## config.mk

```make
export PLATFORM = sky130hd
export DESIGN_NAME = bb3_queue
export DESIGN_NICKNAME = d
export VERILOG_FILES = /design/src/hdl/bb3_queue.sv
export SDC_FILE = /design/constraint.sdc
export NUM_CORES = 1
export LEC_CHECK = 0
export BUFFER_PORTS_ARGS = -buffer_cell sky130_fd_sc_hd__buf_2
export CAP_MARGIN = 20
export CORE_AREA = 5 5 42 44
export DETAILED_ROUTE_END_ITERATION = 8
export DIE_AREA = 0 0 47 49
export GPL_TIMING_DRIVEN = 0
export PLACE_DENSITY = 0.38
export SLEW_MARGIN = 20
export SYNTH_ARGS = -nofsm -noshare
export SYNTH_HDL_FRONTEND = slang
export SYNTH_SLANG_ARGS = --single-unit
```

## constraint.sdc

```tcl
create_clock -name clk -period 2.7 [get_ports clk]
set_input_delay 0.54 -clock clk [delete_from_list [all_inputs] [get_ports clk]]
set_output_delay 0.54 -clock clk [all_outputs]
set_load 0.01 [all_outputs]
```

## src/hdl/bb3_queue.sv

```systemverilog
// Small command queue between front and back; counts pending emit commands.
// No dependencies.
module bb3_queue
#(
    parameter int Depth = 2
)
(
    input  logic clk,
    input  logic rst_n,
    input  logic flush,
    input  logic push,
    input  logic pop,
    output logic full,
    output logic empty
);

    logic [$clog2(Depth+1)-1:0] cnt_reg;

    assign full = (cnt_reg == ($clog2(Depth+1))'(Depth));
    assign empty = (cnt_reg == '0);

    always_ff @(posedge clk or negedge rst_n)
    begin
        if (!rst_n)
        begin
            cnt_reg <= '0;
        end
        else if (flush)
        begin
            cnt_reg <= '0;
        end
        else
        begin
            cnt_reg <= cnt_reg + (($clog2(Depth+1))'(push)) - (($clog2(Depth+1))'(pop));
        end
    end

endmodule

```

# After elaboration in Yosys (flattened, before gate mapping)
# Cells that the tools add are included.
totals:
  ff_bits: 2
classes:
  addsub: 2
  n_eq_ne: 1
  muxes: 1
  n_reduce_logical: 1
ops:
  columns: ["operator", "count"]
  rows:
  - ["2-bit by 1-bit adder with 2-bit output", 1]
  - ["2-bit == test (second input constant)", 1]
  - ["2-bit logical NOT", 1]
  - ["2-bit two-way mux", 1]
  - ["2-bit by 1-bit subtractor with 2-bit output", 1]

# Longest topological paths before layout
# Gate-level depths: netlist of the first run.
logic_depth:
  word_depth: 3
  depth_mapped: 6
  depth_no_buf: 6

# Least setup slack after synthesis of the first run
# OpenSTA, ideal clock, no wires.
synth_timing:
  kind: "input -> register"
  from: "input pop"
  to: "register cnt_reg[1]"
  setup_time_ps: 72
  arrival_ps: 1393
  required_time_ps: 2628
  setup_slack_ps: 1235
  path_stages: 5
  n_path_buf: 0
  path_cell_list: "ha_1 -> inv_1 -> ha_1 -> xnor3_1 -> nor2_1"
synth_between:
  elab_chain_cells: 2
synth_rtl:
  columns: ["element", "line_no", "rtl"]
  rows:
  - ["start, declared", "12", "input logic pop,"]
  - ["2-bit by 1-bit subtractor with 2-bit output", "34", "cnt_reg <= cnt_reg + (($clog2(Depth+1))'(push)) - (($clog2(Depth+1))'(pop));"]
  - ["2-bit two-way mux", "28", "else if (flush)"]
  - ["end signal, assigned", "34", null]
  - ["end, declared", "17", "logic [$clog2(Depth+1)-1:0] cnt_reg;"]
# No other way between the ends.

# Worst setup path after layout of the first run
layout_timing:
  from: "register cnt_reg[1]"
  to: "output full"
layout_between:
  elab_chain_cells: 1
layout_rtl:
  columns: ["element", "line_no", "rtl"]
  rows:
  - ["2-bit == test", "19", "assign full = (cnt_reg == ($clog2(Depth+1))'(Depth));"]
  - ["end, declared", "13", "output logic full,"]
# No other way between the ends.

==> results.tsv, run 1 <==
metric	value	unit
fin worst setup slack	1.31	ns
# placed instances	33	
cell family with most CP delay	flip-flops	
post-synthesis sequential area ratio	0.400	
Overflow after GRT	0	
placed standard-cell area	175	um^2
cells along the critical path	nor2b_1 > buf_2	
deepest clock path buffer count	2	
worst path buffer plus inverter count	1	
WP data required	2.16	ns
Finished Core Util	0.141	
Max Cap Violations	0	
flop2flop setup slack	1.34	ns
outcome	complete, no violations	
full die area	0.00230	mm^2
input/output buffers	6	
clock sinks	2	
vias per cell	2.92	
asr flop ratio synth	1.00	
skew final	0.000879	ns
Seq. cell area	50.0	um^2
Final #Nets	29	
Gate Count Post-Synth	11	
diode count	0	
routing usage on met2	0.0362	
row count	14	
Critical Path Max Stage Delay	0.37	ns
commonest cells in the netlist	dfrtp_1, ha_1, inv_1, nor2_1, nor2b_1	
count of final setup violators	0	
worst-path maximum fanout	3	
Critical Path AT	0.85	ns
GR peak layer	met4	
met3 Resource Use GR	0.0443	
Cell Pwr Density	790	mW/mm^2
Root Buffer	clkbuf_4	
maximum number of pins on one net before global-route repair	4	
#FFs+latches synth	2	
design area	198	um^2
multi-input logic area	67.6	um^2
M1 GR Usage	0.0308	
actual slew at the worst max-slew pin	0.0907	ns
Fin. Hold Viols	0	
Core Footprint	0.00140	mm^2
worst skew pair latency	0.22	ns
RSZ-0062 raised after global routing	false	
post-detail-place hpwl	216	um
TritonCTS clock tree	done	
initial antenna violation count	0	
Hold Crit Class	primary input to async pin	
Die Y	49	um
Cell Count, Final, Fillers Out	36	
crit path capture type	primary output	
startpoint class of the critical path	flip-flop	
fin crit period	1.39	ns
initial DRC count	0	
Primary FF master, synth	dfrtp_1	
hold slack final	0.0954	ns
Syn. warnings	0	
Rel. slew slack	0.940	
Post-synth EDFFs	0	
Slew Limit Fails	0	
Static Leak	0.109	nW
Critical Setup Path Class	flip-flop to primary output	
# resized after CTS	0	
Final period util	0.516	
area grow syn2layout	58.0	%
Tot Pwr	0.156	mW
drc violations	0	
vias in the first global route	129	
Post-Syn Nets	18	
syn avg cell area	11.4	um^2
Peak VDD IR	0.000142	V
post-synth top area cell	dfrtp_1	
fillers	172	
fmax	0.718	GHz
WL per Instance	7.50	um
IO Count	7	
share of cells above drive strength 1	0.450	
Place WS	1.09	ns
clk slew on worst S/H paths	0.03	ns
cts bufs inserted	3	
Synth top area share	0.400	
RePlAce Congestion	0.725	
TritonRoute pass-1 iters	1	
post-CTS setup buffer count	0	
count of cell types in the netlist	6	
GRT Util Overall	0.0401	
Synth Cell Area	125	um^2
CP max-delay cell	dfrtp_1	
initial core utilization	0.0893	
Die W	47	um
ranking of synthesized cells by area	dfrtp_1, ha_1, xnor3_1, nor2b_1, inv_1	
first-pass GRT wire length	489	um
WL final	270	um
cts hold-fix bufs	0	
Final TNS setup	0	ns
Vias	105	
max reg flops	2	
Routed Antenna Nets	0	
htree depth	1	
## power by group
group | total [mW] | internal [mW] | leakage, nW | switching (mW)
clock network | 0.0667 | 0.0491 | 0.0138 | 0.0176
registers | 0.0409 | 0.0368 | 0.0259 | 0.00417
logic | 0.0485 | 0.0296 | 0.0692 | 0.0189
total | 0.156 | 0.115 | 0.109 | 0.0407
## kinds of logic after synthesis
family,count (synthesis),synth area share
buffers and inverters,2,0.0600
xor gates and xnor gates,1,0.180
DFF,2,0.400
adders and majority gates,2,0.200
and+or+nand+nor,4,0.160
## cell usage in the layout, fill, tap and decap left out
| master | n |
|---|---|
| inv_1 | 2 |
| nor2b_1 | 2 |
| clkbuf_4 | 3 |
| nor2_1 | 2 |
| ha_1 | 2 |
| xnor3_1 | 1 |
| buf_2 | 6 |
| dfrtp_1 | 2 |
## worst paths after layout
check	startpoint	depth (start not counted)	to
max	cnt_reg[1]	2	full
min	rst_n	1	cnt_reg[0]
max reg2reg	cnt_reg[0]	6	cnt_reg[1]
min reg2reg	cnt_reg[1]	2	cnt_reg[1]
max in group asynchronous	rst_n	1	cnt_reg[1]
min in group clk	flush	2	cnt_reg[0]
## area by class of cell
class | instances | area share
tap | 16 | 0.101
sequential | 2 | 0.253
inverter | 2 | 0.0380
timing repair buffer | 6 | 0.152
multi-input combinational | 7 | 0.342
clock buffer | 3 | 0.114
## routing by layer
metal	routed length, um	vias up
met1	116	42
met4	17	0
li1	-	52
met2	92	9
met5	0	-
met3	44	2
No activity file was read; power rests on OpenSTA's default activity.
==> inputs of run 2 (changes only) <==
--- a/config.mk
+++ b/config.mk
@@ -11,7 +11,7 @@
 export DETAILED_ROUTE_END_ITERATION = 8
 export DIE_AREA = 0 0 47 49
 export GPL_TIMING_DRIVEN = 0
-export PLACE_DENSITY = 0.38
+export PLACE_DENSITY = 0.39
 export SLEW_MARGIN = 20
 export SYNTH_ARGS = -nofsm -noshare
 export SYNTH_HDL_FRONTEND = slang
==> constraint.sdc (replaced) <==
create_clock -name clk -period 1.2 [get_ports clk]
set_input_delay 0.24 -clock clk [delete_from_list [all_inputs] [get_ports clk]]
set_output_delay 0.24 -clock clk [all_outputs]
set_load 0.01 [all_outputs]
==> run 2 against run 1 <==
  * First-iteration DRC count is 1 higher
  * Clock power is 120% higher
  * Power is 130% higher
  * Non-clock buffer count is 2 higher
  * Clock-buffer cell count stayed put
  * Critical path type is now flip-flop to flip-flop
  * Critical endpoint is now cnt_reg[1]
  * Highest routed layer is now met3
==> results.tsv, run 2 (same netlist as run 1, synthesis figures left out) <==
metric	value	unit	change
outcome	complete, no violations		
clock sinks	2		unchanged
Final #Nets	31		+6.9%
worst-case reg-to-reg path depth	6		unchanged
count of final setup violators	0		unchanged
deepest clock path buffer count	2		unchanged
htree depth	1		unchanged
Final TNS setup	0	ns	unchanged
TritonCTS clock tree	done		
fillers	165		-4.1%
TritonRoute pass-1 iters	2		+1
share of cells above drive strength 1	0.455		+0.00455
skew final	0.00163	ns	+0.000752 ns
Fin. Hold Viols	0		unchanged
vias in the first global route	151		+17%
IO Count	7		unchanged
commonest non-fill, non-tap cell in the layout	buf_2		
RSZ-0062 raised after global routing	true		
max reg flops	2		unchanged
row count	14		unchanged
Vias	112		+6.7%
Static Leak	0.119	nW	+9.6%
hold slack final	0.186	ns	+0.0906 ns
actual slew at the worst max-slew pin	0.0894	ns	-0.00127 ns
full die area	0.00230	mm^2	unchanged
Place WS	-0.0445	ns	-1.13 ns
WL final	280	um	+3.7%
Hold Crit Class	primary input to flip-flop		
reg-to-reg critical path endpoint	cnt_reg[1]		
clock power share	0.411		-0.016
initial antenna violation count	0		unchanged
worst skew pair latency	0.22	ns	about the same
maximum number of pins on one net before global-route repair	4		unchanged
Power Internal	0.267	mW	+130%
Die W	47	um	unchanged
Peak VDD IR	0.000277	V	+95%
crit path capture type	flip-flop		
cts bufs inserted	3		unchanged
Root Buffer	clkbuf_4		
initial DRC count	1		+1
Critical Setup Path Class	flip-flop to flip-flop		
Die Y	49	um	unchanged
WP data required	1.35	ns	-0.81 ns
first-pass GRT wire length	476	um	-2.7%
Worst Hold End	cnt_reg[1]		
Rel. slew slack	0.940		about the same
fin crit period	1.19	ns	
Comb power frac	0.332		+0.021
fmax	0.843	GHz	
GRT Util Overall	0.0381		-0.00209
input/output buffers	6		unchanged
Critical Path AT	1.34	ns	+0.49 ns
Flop pwr share	0.257		-0.005
initial core utilization	0.0893		unchanged
Overflow after GRT	0		unchanged
Core Footprint	0.00140	mm^2	unchanged
drc violations	0		unchanged
startpoint class of the critical path	flip-flop		
worst-path maximum fanout	2		-1
vias per cell	2.95		+1.1%
clk slew on worst S/H paths	0.03	ns	about the same
RR Startpoint	cnt_reg[0]		
most frequent cells in the layout	buf_2, clkbuf_4		
# resized after CTS	0		unchanged
switch share	0.251		-0.00948
Final period util	0.989		
Routed Antenna Nets	0		unchanged
area grow syn2layout	72.0	%	
WL per Instance	7.37	um	-1.8%
Cell Pwr Density	1660	mW/mm^2	+110%
Max Cap Violations	0		unchanged
diode count	0		unchanged
Slew Limit Fails	0		unchanged
min-delay src	flush		
RePlAce Congestion	0.652		-10%
fin worst setup slack	0.0137	ns	-1.29 ns
P_sw	0.0895	mW	+120%
worst hold stages	2		
flop2flop setup slack	0.01	ns	-1.33 ns
Finished Core Util	0.154		+0.0125
==> run 2: changes by cell type in the layout (fill, tap and decap cells not counted) <==
cell | previous run | this run
dlygate4sd3_1 | 0 | 1
buf_4 | 0 | 1
==> run 2: area by class of cell <==
type,instances,area (um^2),share of cell area
timing repair buffer,8,47.5,0.221
tap,16,20.0,0.0930
inverter,2,7.51,0.0349
clock buffer,3,22.5,0.105
multi-input combinational,7,67.6,0.314
sequential,2,50.0,0.233
==> run 2: power by group through the flow <==
stage	Sequential, mW	Combinational [mW]	Clock, mW
global route	0.0944	0.135	0.158
CTS	0.0915	0.121	0.159
global placement	0.0919	0.106	0
floorplan	0.0913	0.0768	0
finish	0.0915	0.118	0.147
detailed placement	0.0938	0.110	0
==> run 2: worst max-delay path, cell delays in order (launching register included) <==
cell and delay, ns:
dfrtp_1 0.33, inv_1 0.04, ha_1 0.26, inv_1 0.06, ha_1 0.14, xnor3_1 0.21
nor2_1 0.09
==> run 2: metal layers <==
| metal | GRT usage | wire length (um) | vias to the layer above |
|---|---|---|---|
| li1 | - | - | 56 |
| met1 | 0.0220 | 90 | 49 |
| met2 | 0.0452 | 125 | 7 |
| met3 | 0.0332 | 63 | 0 |
| met4 | 0.0691 | 0 | 0 |
| met5 | 0 | 0 | - |
==> run 2: how the worst max path moves through the flow <==
stage / startpoint / to / slack (ns) / depth (start not counted)
after CTS: cnt_reg[0] / cnt_reg[1] / 0.0004 / 6
after detailed placement: cnt_reg[0] / cnt_reg[1] / -0.04 / 6
after global placement: cnt_reg[0] / cnt_reg[1] / 0.01 / 6
after global routing: cnt_reg[0] / cnt_reg[1] / -0.09 / 6
final: cnt_reg[0] / cnt_reg[1] / 0.01 / 6
after floorplan: cnt_reg[0] / cnt_reg[1] / 0.03 / 6
==> run 2: repair_timing <==
| item | 4_1_cts | 5_1_grt |
|---|---|---|
| buffers inserted | 1 | 0 |
| hold buffers | 1 | 0 |
| hold endpoints to repair | 2 | 0 |
| pin swaps | 1 | 0 |
| setup endpoints to repair | 1 | 4 |
==> run 2: through the flow <==
stage	total power, mW	area [um^2]	cells
finish	0.356	215	38
global route	0.387	215	38
CTS	0.371	215	38
detailed placement	0.204	175	33
global placement	0.198	175	33
floorplan	0.168	125	11
