### config.mk
export PLATFORM = sky130hd
export DESIGN_NAME = bb3_front
export DESIGN_NICKNAME = d
export VERILOG_FILES = /design/src/hdl/bb3_pkg.sv /design/src/hdl/bb3_front.sv
export SDC_FILE = /design/constraint.sdc
export NUM_CORES = 1
export LEC_CHECK = 0
export ABC_AREA = 1
export BUFFER_PORTS_ARGS = -buffer_cell sky130_fd_sc_hd__buf_2
export CAP_MARGIN = 15
export CORE_MARGIN = 1
export CORE_UTILIZATION = 25
export CTS_CLUSTER_SIZE = 12
export DETAILED_ROUTE_END_ITERATION = 16
export GPL_TIMING_DRIVEN = 0
export HOLD_SLACK_MARGIN = 0.05
export SLEW_MARGIN = 20
export SYNTH_ARGS = -nofsm -noshare
export SYNTH_HDL_FRONTEND = slang
export SYNTH_SLANG_ARGS = --single-unit
### constraint.sdc
create_clock -name clk -period 2.8 [get_ports clk]
set_clock_uncertainty 0.15 [all_clocks]
set_input_delay 0.14 -clock clk [delete_from_list [all_inputs] [get_ports clk]]
set_output_delay 0.14 -clock clk [all_outputs]
set_load 0.1 [all_outputs]
### src/hdl/bb3_pkg.sv
// Shared types and constants for the 3x3 toroidal box blur.
// Used by the front, back and top-level modules; no dependencies.
package bb3_pkg;

    localparam int CfgIdxW = 1;
    localparam logic [CfgIdxW-1:0] REG_WIDTH = 1'b0;
    localparam logic [CfgIdxW-1:0] REG_HEIGHT = 1'b1;

    localparam logic OP_LOAD = 1'b0;
    localparam logic OP_EMIT = 1'b1;

    typedef struct packed {
        logic [7:0] red;
        logic [7:0] green;
        logic [7:0] blue;
    } pixel_t;

    typedef struct packed {
        logic   last;
        pixel_t pix;
    } result_t;

endpackage

### src/hdl/bb3_front.sv
// Front end: accepts beats, handles config, writes the frame memory on loads
// and queues emit commands. Depends on bb3_pkg.
module bb3_front
    import bb3_pkg::*;
#(
    parameter int MaxW = 256,
    parameter int MaxH = 256,
    parameter int CW = $clog2(MaxW + 1),
    parameter int RW = $clog2(MaxH + 1),
    parameter int CA = $clog2(MaxW),
    parameter int RA = $clog2(MaxH)
)
(
    input  logic             clk,
    input  logic             rst_n,
    input  logic             in_valid,
    output logic             in_stall,
    input  logic             opcode,
    input  logic [7:0]       in_blue,
    input  logic [7:0]       in_green,
    input  logic [7:0]       in_red,
    input  logic             cfg_valid,
    output logic             cfg_ready,
    input  logic [CfgIdxW-1:0] cfg_index,
    input  logic [8:0]       cfg_data,
    input  logic             q_full,
    output logic             q_push,
    output logic [CW-1:0]    w_eff,
    output logic [RW-1:0]    h_eff,
    output logic             restart,
    input  logic             frame_done,
    output logic             wr_en,
    output logic [CA-1:0]    wr_col,
    output logic [RA-1:0]    wr_row,
    output pixel_t           wr_pix
);

    logic [8:0] width_reg;
    logic [8:0] height_reg;
    logic [CW-1:0] lcol_reg;
    logic [CW-1:0] lcol_next;
    logic [RW-1:0] lrow_reg;
    logic [RW-1:0] lrow_next;
    logic full_reg;
    logic full_next;
    logic [CW-1:0] emits_col_reg;
    logic [RW-1:0] emits_row_reg;
    logic acc;
    logic load_go;
    logic emit_go;
    logic last_queued;

    function automatic logic [15:0] clampd(input logic [8:0] v, input int mx);
        logic [15:0] r;
        begin
            r = 16'(v);
            if (v == 9'd0)
            begin
                r = 16'd1;
            end
            else if (32'(v) > mx)
            begin
                r = 16'(mx);
            end
            return r;
        end
    endfunction

    assign w_eff = CW'(clampd(width_reg, MaxW));
    assign h_eff = RW'(clampd(height_reg, MaxH));
    assign cfg_ready = 1'b1;
    assign restart = cfg_valid;

    // Once every emit of the frame is queued, all further beats wait for frame_done, so a
    // load for the next frame is not taken as a load into the frame being emitted.
    assign last_queued = (emits_row_reg == h_eff);
    assign in_stall = cfg_valid
                      || (full_reg && (last_queued || (opcode == OP_EMIT && q_full)));
    assign acc = in_valid && !in_stall;
    assign load_go = acc && opcode == OP_LOAD && !full_reg;
    assign emit_go = acc && opcode == OP_EMIT && full_reg;
    assign q_push = emit_go;

    assign wr_en = load_go;
    assign wr_col = lcol_reg[CA-1:0];
    assign wr_row = lrow_reg[RA-1:0];
    assign wr_pix = '{red: in_red, green: in_green, blue: in_blue};

    always_comb
    begin
        lcol_next = lcol_reg;
        lrow_next = lrow_reg;
        full_next = full_reg;
        if (load_go)
        begin
            lcol_next = lcol_reg + CW'(1);
            if (lcol_next >= w_eff)
            begin
                lcol_next = '0;
                lrow_next = lrow_reg + RW'(1);
                if (lrow_next >= h_eff)
                begin
                    lrow_next = '0;
                    full_next = 1'b1;
                end
            end
        end
    end

    always_ff @(posedge clk or negedge rst_n)
    begin
        if (!rst_n)
        begin
            width_reg <= 9'd256;
            height_reg <= 9'd256;
            lcol_reg <= '0;
            lrow_reg <= '0;
            full_reg <= 1'b0;
            emits_col_reg <= '0;
            emits_row_reg <= '0;
        end
        else if (cfg_valid)
        begin
            if (cfg_index == REG_WIDTH)
            begin
                width_reg <= cfg_data;
            end
            else
            begin
                height_reg <= cfg_data;
            end
            lcol_reg <= '0;
            lrow_reg <= '0;
            full_reg <= 1'b0;
            emits_col_reg <= '0;
            emits_row_reg <= '0;
        end
        else if (frame_done)
        begin
            full_reg <= 1'b0;
            emits_col_reg <= '0;
            emits_row_reg <= '0;
        end
        else
        begin
            lcol_reg <= lcol_next;
            lrow_reg <= lrow_next;
            full_reg <= full_next;
            if (emit_go)
            begin
                if (emits_col_reg + CW'(1) >= w_eff)
                begin
                    emits_col_reg <= '0;
                    emits_row_reg <= emits_row_reg + RW'(1);
                end
                else
                begin
                    emits_col_reg <= emits_col_reg + CW'(1);
                end
            end
        end
    end

endmodule

# Word-level counts from Yosys, hierarchy flattened
# Cells that the tools add are included.
# Widths: inputs -> output; s select.
[word_totals]
output_inout_bits = 63
in_bits = 41
reg_bits = 55
elab_cells = 72
[op_classes]
n_reduce_logical = 26
eq_ne = 2
n_addsub = 4
bitwise_logic = 2
muxes = 26
n_lt_le_gt_ge = 5
[op_table]
columns = ["op", "count"]
rows = [
  ["$mux 9", 21],
  ["$add 9x1->9 const B", 4],
  ["$ge 9x9->1", 3],
  ["$gt 9x9->1 const B", 2],
  ["$logic_not 9->1", 2],
  ["$reduce_bool 3->1", 5],
  ["$eq 9x9->1", 1],
  ["$reduce_and 2->1", 4],
  ["$logic_and 1x1->1", 7],
  ["$reduce_and 3->1", 2],
  ["$mux 1", 5],
  ["$reduce_bool 2->1", 2],
  ["$logic_not 1->1", 2],
  ["$logic_or 1x1->1", 2],
  ["$ne 2x2->1 const B", 1],
  ["$not 1->1", 2],
]

# Longest topological paths before layout
# Gate-level depths: netlist (run 1).
[depth]
ltp_word = 14
mapped_depth = 17
mapped_depth_nobuf = 16

# Least setup slack after synthesis (run 1)
# OpenSTA, ideal clock, no wires.
[synth_timing]
path_type = "register to register"
from = "register width_reg[0]"
to = "register lrow_reg[8]"
stages_incl_launch_ff = 12
period_less_slack_ns = 3.915
slack_ns = -1.115
required_time_ns = 2.524
setup_time_ns = 0.126
path_buffers = 1
t_arrival_ns = 3.639
cell_sequence = "dfrtp_1 > nor4_1 > a21oi_1 > nor2_1 > ha_1 > nand4_1 > nor2_1 > nand2_1 > nand4_1 > o21ai_2 > buf_2 > o21ai_0"
[synth_via]
elab_chain_cells = 6
elab_cells_between_ends = 7
cone_classes = "order compare: 2; mux: 2; reduce/logical: 3"
[synth_lines]
columns = ["item", "line_no", "text"]
rows = [
  ["start: declaration", "bb3_front.sv:38", "logic [8:0] width_reg;"],
  ["start signal: assignment", "bb3_front.sv:126", "width_reg <= cfg_data;"],
  ["$gt 9x9->1", "bb3_front.sv:61", "else if (32'(v) > mx)"],
  ["$mux 9", "bb3_front.sv:61", ""],
  ["$mux 9 (*)", "bb3_front.sv:57", "if (v == 9'd0)"],
  ["via w_eff[0]", "bb3_front.sv:28", "output logic [CW-1:0] w_eff,"],
  ["$ge 9x9->1 (*)", "bb3_front.sv:97", "if (lcol_next >= w_eff)"],
  ["$reduce_bool 2->1 (no line) (*)", "-", ""],
  ["$reduce_and 3->1 (no line) (*)", "-", ""],
  ["end signal: assignment", "bb3_front.sv:147", "lrow_reg <= lrow_next;"],
  ["end: declaration", "bb3_front.sv:42", "logic [RW-1:0] lrow_reg;"],
]
# The timed path passes the listed nets; every way through them passes the cells marked *.
# A chain may end at the register's enable or synchronous reset.

# Worst setup path in the final report (run 1)
[layout_timing]
from = "register width_reg[8]"
to = "register lrow_reg[0]"
[layout_via]
elab_chain_cells = 6
elab_cells_between_ends = 7
cone_classes = "order compare: 2; mux: 2; reduce/logical: 3"
[layout_lines]
columns = ["item", "line_no"]
rows = [
  ["$gt 9x9->1", "bb3_front.sv:61"],
  ["$mux 9", "bb3_front.sv:61"],
  ["$mux 9 (*)", "bb3_front.sv:57"],
  ["$ge 9x9->1 (*)", "bb3_front.sv:97"],
  ["$reduce_bool 2->1 (no line) (*)", "-"],
  ["$reduce_and 3->1 (no line) (*)", "-"],
]
# Every way passes the cells marked *; elsewhere a longest branch is shown, timed or not.

==> results_dict.tcl, run 1 <==
set metrics [dict create \
    status "finished with violations" \
    violations "negative setup slack" \
    grt_busiest_layer "met2" \
    grt_use_met2_pct 22.22 \
    fin_area_sq_um 5763 \
    pin_count 104 \
    drv_slew 0 \
    root_buffer "clkbuf_16" \
    dr.pass1.iters 4 \
    instances_no_fill 894 \
    worstReg2RegEnd "lrow_reg[0]" \
    use_met1_pct 18.26 \
    power_frac_comb_pct 48.6 \
    r2r_slack_ns -0.02 \
    die_height_microns 130.4 \
    cts_tree "built" \
    routed_wl_microns 11620 \
    viasPerCell 4.389 \
    clock_sinks 55 \
    cap_violations 0 \
    critPathKind "register to register" \
    crit_chain "inv_1, a21oi_2, inv_2, nand2_2, ha_4, a21oi_1, o21ai_1, nand2_1, nand4_1, o21ai_4, buf_12, a21oi_2, a21oi_1" \
    drtIter0Drc 294 \
    vias 3924 \
    cp_slowest_stage_delay_ns 0.56 \
    seq_area_frac_synth_pct 33.48 \
    path_max_fanout 8 \
    max_slew_margin_pct 51.48 \
    synth_nets 633 \
    ant_nets 0 \
    grtUsageTotal_pct 13.47 \
    place_congestion 0.8256 \
    peakVddDrop_mv 0.2764 \
    synth_seq_cells 55 \
    hold_class "input port to register" \
    min-delay-start "cfg_valid" \
    holdPathStages 4 \
    swShare_pct 46.25 \
    gr-total-overflow 0 \
    dp_hpwl_microns 8205 \
    hold_end "lrow_reg[6]" \
    grt_max_degree 56 \
    startpoint_type "register" \
    grt_pass1_wl_microns 17850 \
    syn-cell-area_sq_um 4119 \
    p_leak_nw 3.034 \
    fmax_ghz 0.3549 \
    drive_gt1_share_pct 36.87 \
    avgRoutedWirePerCell_microns 12.99 \
    hold_viol 0 \
    finalSetupTns_ns -0.01790 \
    p_int_mw 1.858 \
    worstPathRequired_ns 2.88 \
    place_inst 853 \
    rsz0062_at_grt "true" \
    power.switching_mw 1.598 \
    netlist_instances 561 \
    rows 46 \
    reg2reg_depth 13 \
    grt.met3_usage_pct 2.009 \
    clock_power_share_pct 24.0 \
    grt_pass1_vias 3482 \
    core_sq_um 16000 \
    synthToLayoutAreaGrowth_pct 39.92 \
    crit_path_top_delay_cell "dfstp_2" \
    finalWorstSetupSlack_ns -0.01790 \
    clkTransAtPathRegs_ns 0.08 \
    cts_buffers 5 \
    synth_cell_type_count 37 \
    layout.nets 749 \
    p_per_area_nw_per_um2 599.7 \
    cp.arrival_ns 2.90 \
    end_kind "register" \
    r2r_start "width_reg[8]" \
    io_buffers 76 \
    yosysWarnings 0 \
    chipWidth_microns 130.4 \
    antenna_found_initial 0 \
    fp.dieArea_sq_um 16990 \
    final-setup-viol-count 1 \
    tightest_slew_ns 0.7279 \
    n_antenna_cell 0 \
    period_needed_ns 2.818 \
    power_frac_seq_pct 27.4 \
    placed_cell_area_sq_um 4823 \
    drc_errors 0 \
    timing.final.crit_share_pct 100.6 \
    htree_levels 2 \
    synth.avg_cell_area_sq_um 7.342 \
    insertion_delay_ns 0.30 \
    clockBufferDepth 2 \
    initial_core_util_pct 25.74 \
]
==> worst max-delay path, delay by kind of cell (launching register included) <==
kind                     cells  cell delay (ns)
AO/OA/AOI/OAI                6             0.91
flip-flops                   1             0.56
buffers and inverters        3             0.45
AND/OR/NAND/NOR              3             0.45
adder cells (fa/ha/maj)      1             0.24
==> power by group through the flow <==
stage	Clock [mW]	Sequential, mW	Combinational [mW]
after detailed placement	0	0.967	1.40
after global routing	0.870	0.956	1.81
after CTS	0.847	0.944	1.56
after global placement	0	0.967	1.40
after floorplan	0	0.938	1.17
final	0.830	0.946	1.68
==> cells by family after synthesis <==
logic type	synth area share, %
compound gates	9.052
xor+xnor	4.678
fa+ha+maj	9.417
buf+inv	15.89
flops	33.48
other cells	0.09104
simple gates	27.40
==> layout make-up <==
type / instances / area [sq um]
buffer: 56 / 394.1
clock buffer: 6 / 128.9
clock inverter: 2 / 60.06
fill: 1718 / 10240
inverter: 72 / 280.3
multi-input combinational: 379 / 2566
sequential: 55 / 1380
tap: 216 / 270.3
timing repair buffer: 108 / 683.2
==> placed cells by master, fill, tap and decap left out, types with 5 or more instances in the layout <==
cell / count
clkbuf_1: 9
a21oi_1: 12
nor4_1: 6
inv_2: 7
ha_4: 6
nand3b_1: 7
dfrtp_1: 52
buf_4: 59
xnor2_2: 5
dlygate4sd3_1: 10
nand2_1: 132
xor2_1: 13
nand4_1: 13
nor2_1: 35
buf_6: 7
ha_1: 23
nor2_4: 7
clkbuf_16: 5
inv_1: 61
nand3_2: 20
o21ai_0: 21
nand2_2: 14
nand3_1: 10
o21ai_1: 12
buf_2: 78
==> layer usage <==
layer	share of wire (%)	up-vias
met5	0	-
met4	1.8	0
met3	3.5	17
met2	47	81
met1	48	1822
li1	-	2004
==> cell usage after synthesis <==
cell	instances	area, sq um
nand3b_1	7	52.55
inv_4	1	6.260
nor4_2	1	12.51
o2111ai_1	2	17.52
o21ai_2	2	17.52
dfrtp_1	53	1326
xnor2_1	7	61.31
inv_1	67	251.5
conb_1	1	3.750
o21ai_0	34	170.2
buf_4	42	315.3
nand2_2	2	12.51
o21a_1	2	15.01
nand4_1	13	81.33
buf_2	5	25.02
buf_6	1	11.26
a31oi_1	2	12.51
clkinv_1	1	3.750
o21ai_1	2	10.01
nor2_2	1	6.260
nand2_1	145	544.3
ha_1	31	387.9
nand4_2	1	12.51
nor3_1	3	15.01
o41ai_1	4	35.03
nor2_1	43	161.4
xor2_1	15	131.4
nand2_4	1	11.26
dfstp_2	2	52.55
nor4_1	9	56.30
a211oi_1	1	7.510
clkbuf_1	8	30.03
a21o_1	1	7.510
inv_2	3	11.26
nand3_1	30	150.1
or2_2	2	12.51
a21oi_1	16	80.08
==> worst max-delay path by stage <==
stage / from / end / slack [ns] / depth (start not counted)
global placement: lcol_reg[0] / lrow_reg[1] / -0.67 / 14
floorplan: width_reg[3] / lrow_reg[8] / -0.13 / 11
CTS: lcol_reg[1] / lrow_reg[0] / -0.10 / 15
detailed placement: lcol_reg[0] / lrow_reg[1] / -0.66 / 14
finish: width_reg[8] / lrow_reg[0] / -0.02 / 13
global route: lcol_reg[0] / lrow_reg[0] / -0.19 / 15
==> timing repair <==
item	CTS	global route
gates resized for setup	34	77
endpoints found under the setup margin	37	37
hold buffers	10	0
gates cloned	2	1
buffers inserted	12	9
pin swaps	10	36
hold endpoints to repair	71	0
==> stage by stage <==
stage / setup slack (ns) / util [%] / hold slack (ns) / power (mW)
floorplan: -0.1270 / - / -0.3056 / 2.104
CTS: -0.1006 / 33.34 / 0.1862 / 3.347
detailed placement: -0.6648 / 30.15 / 0.1045 / 2.371
global placement: -0.6681 / 30.13 / 0.2325 / 2.364
global route: -0.1857 / 36.02 / 0.2144 / 3.636
finish: -0.01790 / 36.02 / 0.2010 / 3.456
(Power assumes the default switching activity.)
==> run 2: changes to the inputs <==
- clock period: 2.8 -> 3.2 ns (I/O delays scaled with it)
==> run 2 against run 1 <==
  * The run now ends clean
  * Core utilization down 3.6 points
  * Sequential power shrank 12%
  * Register-to-register slack gained 0.22 ns
  * Maximum frequency shrank 6.2%
  * Clock-buffer cell count decreased by 1
  * Wire length is 9.1% lower
  * Non-clock buffer count decreased by 17
  * Via count shrank 4.1%
  * Total power decreased by 19%
  * Cell area shrank 10%
  * Setup slack better by 0.22 ns
==> results_dict.tcl, run 2 (synthesized netlist as in run 1, its figures left out) <==
set metrics [dict create \
    status "finished, final reports clean" \
    viasPerCell 4.292 \
    drc_errors 0 \
    peakVddDrop_mv 0.3150 \
    grtUsageTotal_pct 12.38 \
    worstPathRequired_ns 3.25 \
    tightest_slew_ns 0.7305 \
    clock_power_share_pct 23.5 \
    dp_hpwl_microns 8162 \
    power_frac_seq_pct 30.0 \
    dr.pass1.iters 4 \
    fmax_ghz 0.3330 \
    finalPower_mw 2.784 \
    p_leak_nw 2.849 \
    routed_wl_microns 10560 \
    grt_pass1_wl_microns 16550 \
    core_sq_um 16000 \
    cts_tree "built" \
    place_ws_ns -0.4144 \
    critPathKind "register to register" \
    fp.dieArea_sq_um 16990 \
    p_int_mw 1.465 \
    drtIter0Drc 208 \
    drive_gt1_share_pct 25.26 \
    multi_input_area_sq_um 2177 \
    power.switching_mw 1.319 \
    timing.final.crit_share_pct 93.83 \
    root_buffer "clkbuf_16" \
    chipWidth_microns 130.4 \
    drv_slew 0 \
    die_height_microns 130.4 \
    power_frac_comb_pct 46.5 \
    grt_max_degree 56 \
    grt_pass1_vias 3296 \
    pin_count 104 \
    vias 3764 \
    n_antenna_cell 0 \
    p_per_area_nw_per_um2 537.2 \
    clkTransAtPathRegs_ns 0.08 \
    io_buffers 76 \
    layout.nets 732 \
    clock_sinks 55 \
    place_inst 853 \
    place_congestion 0.8575 \
    hold_class "input port to register" \
    synthToLayoutAreaGrowth_pct 25.82 \
    insertion_delay_ns 0.30 \
    final_common_cell "nand2_1" \
    finalWorstSetupSlack_ns 0.1974 \
    antenna_found_initial 0 \
    fin_area_sq_um 5182 \
    final-setup-viol-count 0 \
    rsz0062_at_grt "true" \
    cp_common_cell "nand2_1" \
    regArea_sq_um 1383 \
    avgRoutedWirePerCell_microns 12.05 \
    swShare_pct 47.39 \
    gr-total-overflow 0 \
    fillers 1762 \
    placed_cell_area_sq_um 4780 \
    startpoint_type "register" \
    hold_viol 0 \
    whs_ns 0.2360 \
    period_needed_ns 3.003 \
    final_cell_mix "145 x nand2_1, 78 x buf_2, 67 x inv_1, 50 x dfrtp_1, 49 x buf_4" \
    htree_levels 2 \
    max_slew_margin_pct 51.30 \
    cts_buffers 5 \
    cap_violations 0 \
    clockBufferDepth 2 \
    path_max_fanout 10 \
    rows 46 \
    cp.arrival_ns 3.05 \
    crit_chain "ha_1, nand2_1, nor2_2, nand3_1, nand3b_1, xnor2_2, ha_1, nand2_1, nor2_1, nand2_1, o2111ai_2, nor2_4, inv_1, clkbuf_4, nor2_1, nand2_1, nand2_1" \
    end_kind "register" \
    crit_path_top_delay_cell "dfrtp_2" \
    cp_slowest_stage_delay_ns 0.42 \
    instances_no_fill 877 \
    ant_nets 0 \
    initial_core_util_pct 25.74 \
]
-- run 2: final cells by class --
| type | count | area share [%] |
|---|---|---|
| flip-flops and latches | 55 | 26.68 |
| multi-input cells | 379 | 42.01 |
| clock inverters | 3 | 0.9174 |
| plain buffers | 56 | 7.460 |
| inverters | 72 | 5.263 |
| well taps | 216 | 5.215 |
| repair buffers | 91 | 10.04 |
| clock buffers | 5 | 2.414 |
-- run 2: final timing paths --
check	start	to	slack (ns)	depth (start not counted)
max	emits_col_reg[0]	emits_col_reg[0]	0.20	17
max in group asynchronous	rst_n	lcol_reg[0]	2.06	2
min in group asynchronous	rst_n	lrow_reg[3]	0.30	2
min reg2reg	emits_col_reg[3]	emits_col_reg[3]	0.34	2
min	cfg_valid	emits_row_reg[3]	0.24	4
max reg2reg	emits_col_reg[0]	emits_col_reg[0]	0.20	17
-- run 2: power by group through the flow --
stage | logic (mW) | clock network, mW | registers, mW
4_1_cts | 1.25 | 0.665 | 0.831
3_5_place_dp | 1.21 | 0 | 0.845
6_report | 1.30 | 0.654 | 0.834
5_1_grt | 1.39 | 0.693 | 0.845
3_3_place_gp | 1.20 | 0 | 0.845
2_1_floorplan | 1.01 | 0 | 0.819
-- run 2: critical path: cells and delay by family (launching register included) --
family | cells | cell delay, ns
fa+ha+maj | 2 | 0.52
xor+xnor | 1 | 0.16
buf+inv | 2 | 0.32
flops | 1 | 0.42
compound gates | 1 | 0.23
simple gates | 11 | 1.09
-- run 2: per-layer routing --
layer  global-route usage (%)  vias up  wire, microns
met5                        0        -              0
met4                    3.178        0            112
met3                    1.476        6            325
met2                    19.65       65           4927
met1                    17.74     1727           5198
li1                         -     1966              -
-- run 2: repair_timing --
action / CTS / global route
endpoints found under the hold margin: 71 / 0
pin swaps: 2 / 4
resized for setup: 3 / 16
setup buffers: 2 / 3
endpoints found under the setup margin: 19 / 29
cloned: 0 / 1
hold buffers: 10 / 0
-- run 2: stage by stage --
stage / utilization (%) / setup TNS, ns
2_1_floorplan: - / 0
3_3_place_gp: 29.86 / -4.047
3_5_place_dp: 29.87 / -3.841
4_1_cts: 31.76 / 0
5_1_grt: 32.39 / -0.06344
6_report: 32.39 / 0
